--- config.mk ---
export PLATFORM = sky130hd
export DESIGN_NAME = emission_window_statistics
export DESIGN_NICKNAME = d
export VERILOG_FILES = /design/src/sv/ews_pkg.sv /design/src/sv/ews_div.sv /design/src/sv/emission_window_statistics.sv
export SDC_FILE = /design/constraint.sdc
export NUM_CORES = 1
export LEC_CHECK = 0
export ABC_AREA = 1
export BUFFER_PORTS_ARGS = -buffer_cell sky130_fd_sc_hd__buf_4
export CAP_MARGIN = 30
export CORE_MARGIN = 3
export CORE_UTILIZATION = 66
export DETAILED_ROUTE_END_ITERATION = 16
export PLACE_DENSITY_LB_ADDON = 0.12
export SLEW_MARGIN = 20
export SYNTH_ARGS = -nofsm -noshare
export SYNTH_HDL_FRONTEND = slang
export SYNTH_SLANG_ARGS = --single-unit
--- constraint.sdc ---
create_clock -name clk -period 3.9 [get_ports clk]
set_input_delay 0.78 -clock clk [delete_from_list [all_inputs] [get_ports clk]]
set_output_delay 0.78 -clock clk [all_outputs]
set_load 0.005 [all_outputs]
--- src/sv/ews_pkg.sv ---
// Shared widths, reset values and codes for the emission window statistics block.
package ews_pkg;

    localparam int NOISE_W       = 11;
    localparam int TEMP_W        = 12;
    localparam int POWER_W       = 16;
    localparam int COUNT_W       = 9;
    localparam int CFG_DATA_W    = 12;
    localparam int MAX_SAMPLES_DEF = 256;
    localparam int COUNT_SAT     = 511;

    localparam logic [NOISE_W-1:0]       NOISE_LIMIT_RST   = 11'd850;
    localparam logic signed [TEMP_W-1:0] THERMAL_LIMIT_RST = 12'sd450;
    localparam logic signed [TEMP_W-1:0] TEMP_MOST_NEG     = 12'sh800;

    typedef enum logic
    {
        REG_NOISE_LIMIT   = 1'b0,
        REG_THERMAL_LIMIT = 1'b1
    } reg_index_t;

    typedef enum logic [1:0]
    {
        VIOL_NONE    = 2'd0,
        VIOL_ESTOP   = 2'd1,
        VIOL_NOISE   = 2'd2,
        VIOL_THERMAL = 2'd3
    } violation_t;

endpackage

--- src/sv/ews_div.sv ---
// Restoring divider, one quotient bit per cycle.
module ews_div #(
    parameter int DIVIDEND_W = 25,
    parameter int DIVISOR_W  = 9
) (
    input  logic                  clk,
    input  logic                  rst_n,
    input  logic                  start,
    input  logic [DIVIDEND_W-1:0] dividend,
    input  logic [DIVISOR_W-1:0]  divisor,
    output logic                  done,
    output logic [DIVIDEND_W-1:0] quotient
);

    localparam int CNT_W = (DIVIDEND_W > 1) ? $clog2(DIVIDEND_W) : 1;

    logic                  busy_reg;
    logic                  done_reg;
    logic [CNT_W-1:0]      cnt_reg;
    logic [DIVIDEND_W-1:0] quo_reg;
    logic [DIVISOR_W-1:0]  rem_reg;
    logic [DIVISOR_W-1:0]  dsr_reg;

    logic [DIVISOR_W:0]    shifted;
    logic [DIVISOR_W+1:0]  diff;
    logic                  ge;
    logic [DIVISOR_W-1:0]  rem_next;

    assign shifted  = {rem_reg, quo_reg[DIVIDEND_W-1]};
    assign diff     = {1'b0, shifted} - {2'b00, dsr_reg};
    assign ge       = !diff[DIVISOR_W+1];
    assign rem_next = ge ? diff[DIVISOR_W-1:0] : shifted[DIVISOR_W-1:0];

    always_ff @(posedge clk or negedge rst_n)
    begin
        if (!rst_n)
        begin
            busy_reg <= 1'b0;
            done_reg <= 1'b0;
            cnt_reg  <= '0;
        end
        else
        begin
            done_reg <= 1'b0;
            if (start && !busy_reg)
            begin
                busy_reg <= 1'b1;
                cnt_reg  <= CNT_W'(DIVIDEND_W - 1);
            end
            else if (busy_reg)
            begin
                if (cnt_reg == '0)
                begin
                    busy_reg <= 1'b0;
                    done_reg <= 1'b1;
                end
                else
                begin
                    cnt_reg <= cnt_reg - 1'b1;
                end
            end
        end
    end

    always_ff @(posedge clk)
    begin
        if (start && !busy_reg)
        begin
            quo_reg <= dividend;
            rem_reg <= '0;
            dsr_reg <= divisor;
        end
        else if (busy_reg)
        begin
            quo_reg <= {quo_reg[DIVIDEND_W-2:0], ge};
            rem_reg <= rem_next;
        end
    end

    assign done     = done_reg;
    assign quotient = quo_reg;

`ifndef SYNTHESIS
    a_start_idle: assert property (@(posedge clk) disable iff (!rst_n)
        start |-> !busy_reg)
        else $error("divider started while busy");
    a_done_latency: assert property (@(posedge clk) disable iff (!rst_n)
        start |-> ##(DIVIDEND_W + 1) done)
        else $error("divider done not on time");
    a_done_idle: assert property (@(posedge clk) disable iff (!rst_n)
        done |-> !busy_reg)
        else $error("divider done while busy");
`endif

endmodule

--- src/sv/emission_window_statistics.sv ---
// Top level: window accumulators, limit registers, divide sequencer and result register.
//
//  channel   direction  handshake              payload
//  sample    in         sample_valid/stall     noise_level temperature power_draw e_stop last_sample
//  result    out        result_valid/stall     avg_* noise_max max_temperature sample_count violation
//  cfg       in         cfg_valid/cfg_ready    cfg_index cfg_data
//
// A plain sample is accumulated without leaving the idle state. A last sample runs
// three divides on one shared restoring divider of 16+clog2(MAX_SAMPLES+1) bits;
// an e_stop sample skips them and goes straight to the final state. Reset loads the
// limits with 850 and 450 and clears the window. While the result register is
// stalled, a finished window waits in the final state and samples are stalled.
module emission_window_statistics
    import ews_pkg::*;
#(
    parameter int MAX_SAMPLES = MAX_SAMPLES_DEF
) (
    input  logic                     clk,
    input  logic                     rst_n,
    input  logic                     sample_valid,
    output logic                     sample_stall,
    input  logic [NOISE_W-1:0]       noise_level,
    input  logic signed [TEMP_W-1:0] temperature,
    input  logic [POWER_W-1:0]       power_draw,
    input  logic                     e_stop,
    input  logic                     last_sample,
    output logic                     result_valid,
    input  logic                     result_stall,
    output logic [NOISE_W-1:0]       avg_noise,
    output logic signed [TEMP_W-1:0] avg_temperature,
    output logic [POWER_W-1:0]       avg_power,
    output logic [NOISE_W-1:0]       noise_max,
    output logic signed [TEMP_W-1:0] max_temperature,
    output logic [COUNT_W-1:0]       sample_count,
    output logic [1:0]               violation,
    input  logic                     cfg_valid,
    output logic                     cfg_ready,
    input  logic                     cfg_index,
    input  logic [CFG_DATA_W-1:0]    cfg_data
);

    localparam int CW  = $clog2(MAX_SAMPLES + 1);
    localparam int NSW = NOISE_W + CW;
    localparam int TSW = TEMP_W + CW;
    localparam int PSW = POWER_W + CW;
    localparam int DW  = PSW;
    localparam int TW  = (CW > COUNT_W) ? CW : COUNT_W;

    typedef enum logic [1:0]
    {
        S_IDLE,
        S_START,
        S_WAIT,
        S_FINISH
    } state_t;

    typedef enum logic [1:0]
    {
        OP_NOISE,
        OP_TEMP,
        OP_POWER
    } op_t;

    state_t                   state_reg;
    op_t                      op_reg;
    logic                     estop_reg;

    logic [NOISE_W-1:0]       noise_limit_reg;
    logic signed [TEMP_W-1:0] thermal_limit_reg;

    logic [NSW-1:0]           noise_sum_reg;
    logic signed [TSW-1:0]    temp_sum_reg;
    logic [PSW-1:0]           power_sum_reg;
    logic [NOISE_W-1:0]       noise_peak_reg;
    logic signed [TEMP_W-1:0] temp_peak_reg;
    logic [CW-1:0]            tally_reg;

    logic [NOISE_W-1:0]       q_noise_reg;
    logic [TEMP_W-1:0]        q_temp_reg;
    logic [POWER_W-1:0]       q_power_reg;

    logic                     result_valid_reg;
    logic [NOISE_W-1:0]       avg_noise_reg;
    logic signed [TEMP_W-1:0] avg_temp_reg;
    logic [POWER_W-1:0]       avg_power_reg;
    logic [NOISE_W-1:0]       noise_max_reg;
    logic signed [TEMP_W-1:0] max_temp_reg;
    logic [COUNT_W-1:0]       count_reg;
    logic [1:0]               violation_reg;

    logic                     sample_accept;
    logic                     room;
    logic                     out_free;
    logic                     div_start;
    logic                     div_done;
    logic [DW-1:0]            div_dividend;
    logic [DW-1:0]            div_quotient;
    logic [TSW-1:0]           temp_mag;
    logic                     temp_neg;
    logic [TW-1:0]            tally_ext;
    logic [COUNT_W-1:0]       count_sat;
    logic [1:0]               code;

    assign sample_stall  = (state_reg != S_IDLE);
    assign sample_accept = sample_valid && !sample_stall;
    assign room          = (tally_reg < CW'(MAX_SAMPLES));
    assign out_free      = !result_valid_reg || !result_stall;
    assign cfg_ready     = 1'b1;

    assign temp_neg  = temp_sum_reg[TSW-1];
    assign temp_mag  = temp_neg ? TSW'(-temp_sum_reg) : TSW'(temp_sum_reg);
    assign tally_ext = TW'(tally_reg);
    assign count_sat = (tally_ext > TW'(COUNT_SAT)) ? COUNT_W'(COUNT_SAT)
                                                    : tally_ext[COUNT_W-1:0];

    always_comb
    begin
        case (op_reg)
            OP_NOISE: div_dividend = DW'(noise_sum_reg);
            OP_TEMP:  div_dividend = DW'(temp_mag);
            OP_POWER: div_dividend = DW'(power_sum_reg);
            default:  div_dividend = '0;
        endcase
    end

    always_comb
    begin
        code = VIOL_NONE;
        if (noise_peak_reg > noise_limit_reg)
            code = VIOL_NOISE;
        if (temp_peak_reg > thermal_limit_reg)
            code = VIOL_THERMAL;
    end

    assign div_start = (state_reg == S_START);

    ews_div #(
        .DIVIDEND_W (DW),
        .DIVISOR_W  (CW)
    ) u_div (
        .clk      (clk),
        .rst_n    (rst_n),
        .start    (div_start),
        .dividend (div_dividend),
        .divisor  (tally_reg),
        .done     (div_done),
        .quotient (div_quotient)
    );

    always_ff @(posedge clk or negedge rst_n)
    begin
        if (!rst_n)
        begin
            noise_limit_reg   <= NOISE_LIMIT_RST;
            thermal_limit_reg <= THERMAL_LIMIT_RST;
        end
        else if (cfg_valid && cfg_ready)
        begin
            case (reg_index_t'(cfg_index))
                REG_NOISE_LIMIT:   noise_limit_reg   <= cfg_data[NOISE_W-1:0];
                REG_THERMAL_LIMIT: thermal_limit_reg <= cfg_data[TEMP_W-1:0];
                default:           noise_limit_reg   <= noise_limit_reg;
            endcase
        end
    end

    always_ff @(posedge clk or negedge rst_n)
    begin
        if (!rst_n)
        begin
            state_reg        <= S_IDLE;
            op_reg           <= OP_NOISE;
            estop_reg        <= 1'b0;
            noise_sum_reg    <= '0;
            temp_sum_reg     <= '0;
            power_sum_reg    <= '0;
            noise_peak_reg   <= '0;
            temp_peak_reg    <= TEMP_MOST_NEG;
            tally_reg        <= '0;
            q_noise_reg      <= '0;
            q_temp_reg       <= '0;
            q_power_reg      <= '0;
            result_valid_reg <= 1'b0;
            avg_noise_reg    <= '0;
            avg_temp_reg     <= '0;
            avg_power_reg    <= '0;
            noise_max_reg    <= '0;
            max_temp_reg     <= '0;
            count_reg        <= '0;
            violation_reg    <= VIOL_NONE;
        end
        else
        begin
            if (result_valid_reg && !result_stall && (state_reg != S_FINISH))
                result_valid_reg <= 1'b0;

            case (state_reg)
                S_IDLE:
                begin
                    if (sample_accept)
                    begin
                        estop_reg <= e_stop;
                        op_reg    <= OP_NOISE;
                        if (e_stop)
                        begin
                            state_reg <= S_FINISH;
                        end
                        else
                        begin
                            if (room)
                            begin
                                noise_sum_reg <= noise_sum_reg + NSW'(noise_level);
                                temp_sum_reg  <= temp_sum_reg + TSW'(temperature);
                                power_sum_reg <= power_sum_reg + PSW'(power_draw);
                                if (noise_level > noise_peak_reg)
                                    noise_peak_reg <= noise_level;
                                if (temperature > temp_peak_reg)
                                    temp_peak_reg <= temperature;
                                tally_reg <= tally_reg + 1'b1;
                            end
                            if (last_sample)
                                state_reg <= S_START;
                        end
                    end
                end

                S_START:
                begin
                    state_reg <= S_WAIT;
                end

                S_WAIT:
                begin
                    if (div_done)
                    begin
                        case (op_reg)
                            OP_NOISE:
                            begin
                                q_noise_reg <= div_quotient[NOISE_W-1:0];
                                op_reg      <= OP_TEMP;
                                state_reg   <= S_START;
                            end
                            OP_TEMP:
                            begin
                                q_temp_reg <= temp_neg ? TEMP_W'(-div_quotient[TEMP_W-1:0])
                                                       : div_quotient[TEMP_W-1:0];
                                op_reg     <= OP_POWER;
                                state_reg  <= S_START;
                            end
                            default:
                            begin
                                q_power_reg <= div_quotient[POWER_W-1:0];
                                state_reg   <= S_FINISH;
                            end
                        endcase
                    end
                end

                S_FINISH:
                begin
                    if (out_free)
                    begin
                        result_valid_reg <= 1'b1;
                        if (estop_reg || (tally_reg == '0))
                        begin
                            avg_noise_reg <= '0;
                            avg_temp_reg  <= '0;
                            avg_power_reg <= '0;
                        end
                        else
                        begin
                            avg_noise_reg <= q_noise_reg;
                            avg_temp_reg  <= q_temp_reg;
                            avg_power_reg <= q_power_reg;
                        end
                        if (estop_reg)
                        begin
                            noise_max_reg <= '0;
                            max_temp_reg  <= '0;
                            count_reg     <= '0;
                            violation_reg <= VIOL_ESTOP;
                        end
                        else
                        begin
                            noise_max_reg <= noise_peak_reg;
                            max_temp_reg  <= temp_peak_reg;
                            count_reg     <= count_sat;
                            violation_reg <= code;
                        end
                        noise_sum_reg  <= '0;
                        temp_sum_reg   <= '0;
                        power_sum_reg  <= '0;
                        noise_peak_reg <= '0;
                        temp_peak_reg  <= TEMP_MOST_NEG;
                        tally_reg      <= '0;
                        state_reg      <= S_IDLE;
                    end
                end

                default:
                begin
                    state_reg <= S_IDLE;
                end
            endcase
        end
    end

    assign result_valid    = result_valid_reg;
    assign avg_noise       = avg_noise_reg;
    assign avg_temperature = avg_temp_reg;
    assign avg_power       = avg_power_reg;
    assign noise_max       = noise_max_reg;
    assign max_temperature = max_temp_reg;
    assign sample_count    = count_reg;
    assign violation       = violation_reg;

`ifndef SYNTHESIS
    a_tally_bound: assert property (@(posedge clk) disable iff (!rst_n)
        tally_reg <= CW'(MAX_SAMPLES))
        else $error("sample tally beyond window size");
    a_estop_finish: assert property (@(posedge clk) disable iff (!rst_n)
        sample_accept && e_stop |=> state_reg == S_FINISH)
        else $error("estop request did not close window");
    a_estop_zero: assert property (@(posedge clk) disable iff (!rst_n)
        result_valid && violation == VIOL_ESTOP |-> sample_count == '0 && noise_max == '0)
        else $error("estop result carries statistics");
    a_div_only_last: assert property (@(posedge clk) disable iff (!rst_n)
        state_reg == S_START |-> !estop_reg)
        else $error("divide started for estop window");
`endif

endmodule
==> qor.txt, run 1 <==
Status: completed
Setup Crit Path Kind: reg2reg
Routed vias/inst: 5.86
RSZ-0062 raised after global routing: false
Critical path arrival: 3.23 ns
Number of max-cap violations: 0
Area leader, netlist: dfrtp_1
Hold_buf cts: 0
Netlist Area Pre-Place: 0.0169 sq mm
Slew HR: 37.0%
Post-synthesis simple-gate area fraction: 23.7%
I/O Pins: 135
Setup crit start kind: flop
Largest net degree at the start of global routing: 99
Final #Nets: 2498
Setup Fix Bufs, Post-CTS: 0
Final Wtd Congestion: 0.985
Leakage: 0.00966 uW
Detailed Place HPWL: 33700 microns
WHS: 0.166 ns
Peak supply drop: 0.493 mV
Final ANT Viol Nets: 0
Mux contribution to synthesized area: 0%
Die width: 166 microns
Fmax: 0.360 GHz
Post_cts resized: 0
CTS tree: yes
Number of global-route vias before repair: 15032
Layout Cells excl Fill: 2680
Syn avg cell area: 7.66 sq um
Tcrit/Tclk final: 71.3%
XOR/XNOR Fraction of Synth Area: 0.827%
Setup TNS: 0 ns
Share of cells above drive strength 1: 10.6%
Dpl cells: 2624
First-pass GRT wire length: 75100 microns
Register area share after synthesis: 43.5%
Distinct cells, synth: 51
Die height: 166 microns
Hold Violations, Final: 0
Main combinational cell family by area after synthesis: simple AND/OR/NAND/NOR gates
Root Buffer: clkbuf_16
Design area: 0.0192 sq mm
Worst Clk Skew: 0.0158 ns
Htree depth: 1
Slew Viols, Final: 0
Initial core utilization: 67.3%
Synth Instances: 2213
# diodes: 0
Area after DPL: 0.0182 sq mm
Setup crit end kind: flop
Hold crit path type: in2async
Yosys warns: 0
Crit path largest cell delay: 0.46 ns
Async set or reset register ratio after synthesis: 85.1%
Initial antenna violation count: 0
# rows: 58
Worst path slowest cell: dfrtp_1
TritonCTS Buffers: 30
CP Data Required Time: 4.35 ns
Grt ovf: 0
Tot Pwr: 13900 uW
Post-synth net total: 2385
Routed length per placed instance: 17.5 microns
Post-synth top area share: 34.8%
Worst-path cell chain: nand2_4 > clkinv_4 > nand3_4 > nand3_4 > nand2_4 > buf_4 > nand2_1 > nor3_1 > nand3_1 > nand2_1 > nor2_1
Clock sinks: 289
Compound-Gate Fraction of Synth Area: 14.9%
Worst Tran Pin Value: 0.944 ns
Full die area: 0.0276 sq mm
DR vias: 15703
Top FF cell, synth: dfrtp_1
Synth cell count leaders: nand2_1 (587), inv_1 (297), dfrtp_1 (236)
Seq cells post-synth: 289
CTS clk-pin slew, worst paths: 0.06 ns
Adder-cell area share of the yosys netlist: 8.52%
Dominant cell by count in the synthesized netlist: nand2_1
GRT Util Overall: 32.9%
CP max FO: 24
Number of synthesized flops with an enable pin: 34
Clk Latency, worst-skew pair: 0.57 ns
Area contributors post-synth: dfrtp_1 (35%), nand2_1 (13%), ha_1 (8.0%)
DRT Pass-1 Iters: 5
Core ar.: 0.0252 sq mm
DRC: 0
Setup violators final: 0
P&R area growth vs syn: 13.4%
PwrDens: 721 mW/mm^2
CTS max path bufs: 3
Crit path time final: 2.78 ns
WL final: 46900 microns
Detailed router's first-iteration violation count: 1314
# port buffers: 133
## power by group
| group | internal, uW | switching [uW] | total [uW] |
|---|---|---|---|
| Clock | 1720 | 1270 | 2990 |
| Combinational | 2070 | 3980 | 6050 |
| Sequential | 4030 | 790 | 4820 |
| Total | 7820 | 6040 | 13900 |
## final timing paths
kind                                       start                 to  slack [ns]  depth (start not counted)
worst min-delay path                       rst_n     q_power_reg[3]        0.17                          1
max in group asynchronous                  rst_n  temp_peak_reg[11]        2.78                          2
worst max-delay path                state_reg[0]  power_sum_reg[21]        1.12                         11
min in group clk                          e_stop          estop_reg        0.45                          3
worst min register to register  u_div.rem_reg[3]   u_div.rem_reg[3]        0.47                          2
worst max register to register      state_reg[0]  power_sum_reg[21]        1.12                         11
## final cells by class
type / instances / area, sq um
clock buffer: 36 / 826
clock inverter: 20 / 206
fill: 1937 / 5960
inverter: 307 / 1160
multi-input combinational: 1555 / 8140
sequential: 289 / 7370
tap: 330 / 413
timing repair buffer: 143 / 1110
## kinds of logic (layout without fill, tap and decap cells)
group / count (synthesis) / count (layout)
compound gates: 464 / 464
xor+xnor: 16 / 16
fa+ha+maj: 113 / 113
buf+inv: 369 / 506
flops: 289 / 289
other cells: 1 / 1
simple gates: 961 / 961
## stage by stage
stage          setup slack, ns  utilization, %
2_1_floorplan             1.62               -
6_report                  1.12            76.3
3_3_place_gp              1.12            72.2
3_5_place_dp             0.982            72.2
5_1_grt                  0.897            76.3
4_1_cts                   1.16            76.3
## metal layers
| layer | wire, microns | share of wire (%) | vias up | global-route usage (%) |
|---|---|---|---|---|
| met5 | 0 | 0 | - | 0 |
| met1 | 18900 | 40 | 7419 | 42.5 |
| met4 | 1690 | 3.6 | 0 | 11.3 |
| met3 | 3070 | 6.6 | 124 | 4.09 |
| li1 | - | - | 7492 | - |
| met2 | 23200 | 49 | 668 | 57.9 |
## cell usage in the layout, fill, tap and decap left out, types with 6 or more instances in the layout
| master | synthesis | routed |
|---|---|---|
| a21oi_1 | 130 | 130 |
| buf_4 | 3 | 140 |
| clkbuf_16 | 0 | 32 |
| clkinv_2 | 0 | 7 |
| dfrtp_1 | 236 | 236 |
| dfstp_2 | 10 | 10 |
| dfxtp_1 | 9 | 9 |
| edfxtp_1 | 34 | 34 |
| ha_1 | 109 | 109 |
| inv_1 | 297 | 297 |
| inv_2 | 9 | 9 |
| nand2_1 | 587 | 587 |
| nand3_1 | 128 | 128 |
| nand4_1 | 33 | 33 |
| nor2_1 | 161 | 161 |
| nor3_1 | 19 | 19 |
| o211ai_1 | 8 | 8 |
| o21a_1 | 8 | 8 |
| o21ai_0 | 224 | 224 |
| o21ai_1 | 27 | 26 |
| o21ai_2 | 12 | 13 |
| o221ai_1 | 6 | 6 |
| o22ai_1 | 23 | 23 |
| o31ai_1 | 7 | 7 |
| or2_2 | 6 | 6 |
| xor2_1 | 11 | 11 |
## critical path: cells and delay by family (launching register included)
| kind | cells | cell delay (ns) |
|---|---|---|
| flip-flops | 1 | 0.46 |
| buffers and inverters | 2 | 0.57 |
| AND/OR/NAND/NOR | 9 | 1.61 |
(Power assumes the default switching activity.)
==> inputs of run 2 (changes only) <==
Settings changed: CORE_UTILIZATION 66 to 61.
Clock period 3.9 ns to 2.9 ns, I/O delays scaled along.
==> run 2 against run 1 <==
Non-clock buffer count rose by 17. Global-route usage fell by 3.2 points. Routed wire length fell by 4.9%. Largest power group unchanged. Via count fell by 2.3%. Cell area rose by 1.1%. Combinational power rose by 35%. Final cell count rose by 2.3%.
==> qor.txt, run 2 (synthesis gave the netlist of run 1 again) <==
Status: completed
Hold crit path type: in2reg
# port buffers: 133 (unchanged)
Worst reg2reg path endpoint: temp_peak_reg[0]
Fmax: 0.425 GHz (+18%)
# diodes: 0 (unchanged)
CP max FO: 34 (+42%)
RSZ-0062 raised after global routing: false
GR Util met1: 39.2% (-3.3 points)
CTS max path bufs: 3 (unchanged)
Switching share of power: 43.1% (-0.49 points)
Setup crit start kind: flop
Crit path from: state_reg[0]
Root Buffer: clkbuf_16
Post_cts resized: 0 (unchanged)
Area of the multi-input gates: 0.00814 sq mm (unchanged)
Slew HR: 38.8% (+1.8 points)
Final ANT Viol Nets: 0 (unchanged)
Logic pwr share: 44.0% (+0.3 points)
TritonCTS Buffers: 31 (+3.3%)
WL final: 44600 microns (-4.9%)
Reg power frac: 34.8% (about the same)
Number of global-route vias before repair: 14886 (-0.97%)
Tcrit/Tclk final: 81.1% (+9.9 points)
Tot Pwr: 18500 uW (+33%)
Power share of the clock group: 21.2% (-0.3 points)
Final Wtd Congestion: 0.963 (-2.3%)
Setup crit end: temp_peak_reg[0]
DR vias: 15349 (-2.3%)
DRC: 0 (unchanged)
Setup slack, reg-to-reg: 0.55 ns (-0.57 ns)
RR Startpoint: state_reg[0]
Commonest non-fill, non-tap cell in the layout: nand2_1
Detailed router's first-iteration violation count: 1359 (+3.4%)
Final Worst Setup Slack: 0.547 ns (-0.573 ns)
I/O Pins: 135 (unchanged)
Hold_buf cts: 1 (+1)
Setup TNS: 0 ns (unchanged)
Die width: 173 microns (+3.9%)
Dpl ws: 0.473 ns (-0.509 ns)
Leakage: 0.00975 uW (+0.96%)
CTS tree: yes
Final #Nets: 2516 (+0.72%)
Htree depth: 1 (unchanged)
Initial antenna violation count: 0 (unchanged)
Largest net degree at the start of global routing: 69 (-30%)
Final core occ: 71.7% (-4.6 points)
Crit path time final: 2.35 ns (-0.427 ns)
Most frequent cells in the layout: nand2_1 (587), inv_1 (297), dfrtp_1 (236), o21ai_0 (224), nor2_1 (161)
Int Pwr: 10500 uW (+34%)
Register-to-Register Path Depth: 9 (-2)
Share of cells above drive strength 1: 11.4% (+0.80 points)
Full die area: 0.0298 sq mm (+7.9%)
Hold Crit Start: cfg_data[1]
CTS clk-pin slew, worst paths: 0.06 ns (about the same)
Die height: 173 microns (+3.9%)
Worst Tran Pin Value: 0.917 ns (-0.0268 ns)
Setup Fix Bufs, Post-CTS: 0 (unchanged)
Initial core utilization: 62.5% (-4.8 points)
Clk Latency, worst-skew pair: 0.57 ns (about the same)
Worst Clk Skew: 0.0146 ns (-0.00125 ns)
First-pass GRT wire length: 73600 microns (-2.0%)
Detailed Place HPWL: 33200 microns (-1.3%)
P&R area growth vs syn: 14.6%
Setup violators final: 0 (unchanged)
Routed vias/inst: 5.60 (-4.4%)
Routed length per placed instance: 16.3 microns (-7.0%)
Hold Violations, Final: 0 (unchanged)
DRT Pass-1 Iters: 5 (unchanged)
Setup crit end kind: flop
Grt ovf: 0 (unchanged)
Slew Viols, Final: 0 (unchanged)
Psw: 7960 uW (+32%)
Core ar.: 0.0271 sq mm (+7.6%)
PwrDens: 951 mW/mm^2 (+32%)
Clock sinks: 289 (unchanged)
Critical path arrival: 2.81 ns (-0.42 ns)
Reg area: 0.00737 sq mm (unchanged)
# rows: 60 (+3.4%)
Met3 Track Usage GR: 3.80% (-0.30 points)
Fillers: 2165 (+12%)
Busiest grt layer: met2
GRT Util Overall: 29.7% (-3.2 points)
Setup Crit Path Kind: reg2reg
Peak supply drop: 0.645 mV (+31%)
Number of max-cap violations: 0 (unchanged)
GR Util met2: 50.7% (-7.2 points)
CP Data Required Time: 3.36 ns (-0.99 ns)
## run 2: cell count changes in the layout (fill, tap and decap cells not counted), moves of 2 or more
cell | previous run | this run
clkinv_2 | 7 | 9
clkbuf_8 | 1 | 6
buf_12 | 2 | 4
bufinv_16 | 3 | 1
buf_4 | 140 | 153
clkbuf_1 | 3 | 1
## run 2: per-stage QoR
stage | hold WS (ns) | std cells | area (sq um)
2_1_floorplan | 0.284 | 2213 | 16900
3_3_place_gp | 0.459 | 2681 | 18400
3_5_place_dp | 0.463 | 2682 | 18400
4_1_cts | 0.238 | 2741 | 19400
5_1_grt | 0.260 | 2741 | 19400
6_report | 0.251 | 2741 | 19400
## run 2: worst min-delay path by stage
stage                               to  slack, ns  depth (start not counted)
floorplan                 avg_noise[0]       0.28                          0
global placement      u_div.dsr_reg[5]       0.46                          0
detailed placement    u_div.rem_reg[3]       0.46                          2
CTS                 noise_limit_reg[1]       0.24                          3
global route                 estop_reg       0.26                          3
finish              noise_limit_reg[1]       0.25                          3
## run 2: final cells by class
class | instances | area share [%]
Multi-Input combinational cell | 1555 | 41.9
Sequential cell | 289 | 37.9
Timing Repair Buffer | 160 | 6.51
Inverter | 307 | 5.96
Clock buffer | 38 | 4.44
Tap cell | 372 | 2.40
Clock inverter | 20 | 0.844
## run 2: critical path, stage by stage (launching register included)
cell      delay [ns]
dfrtp_1         0.46
nand2_4         0.22
clkinv_4        0.22
nand3_4         0.14
nand3_4         0.09
nand2_4         0.34
buf_12          0.25
nand2_1         0.27
nand2_1         0.15
nand2_1         0.06
## run 2: power by group through the flow
stage                     combinational [uW]  clock, uW  sequential [uW]
after floorplan                         5700          0             6140
after global placement                  7740          0             6420
after detailed placement                7990          0             6450
after CTS                               8070       3970             6400
after global routing                    9250       4150             6550
final                                   8140       3920             6430
## run 2: per-layer routing
metal,up-vias,routed length (microns)
li1,7544,-
met1,7115,18700
met2,579,21300
met3,111,2990
met4,0,1610
met5,-,0
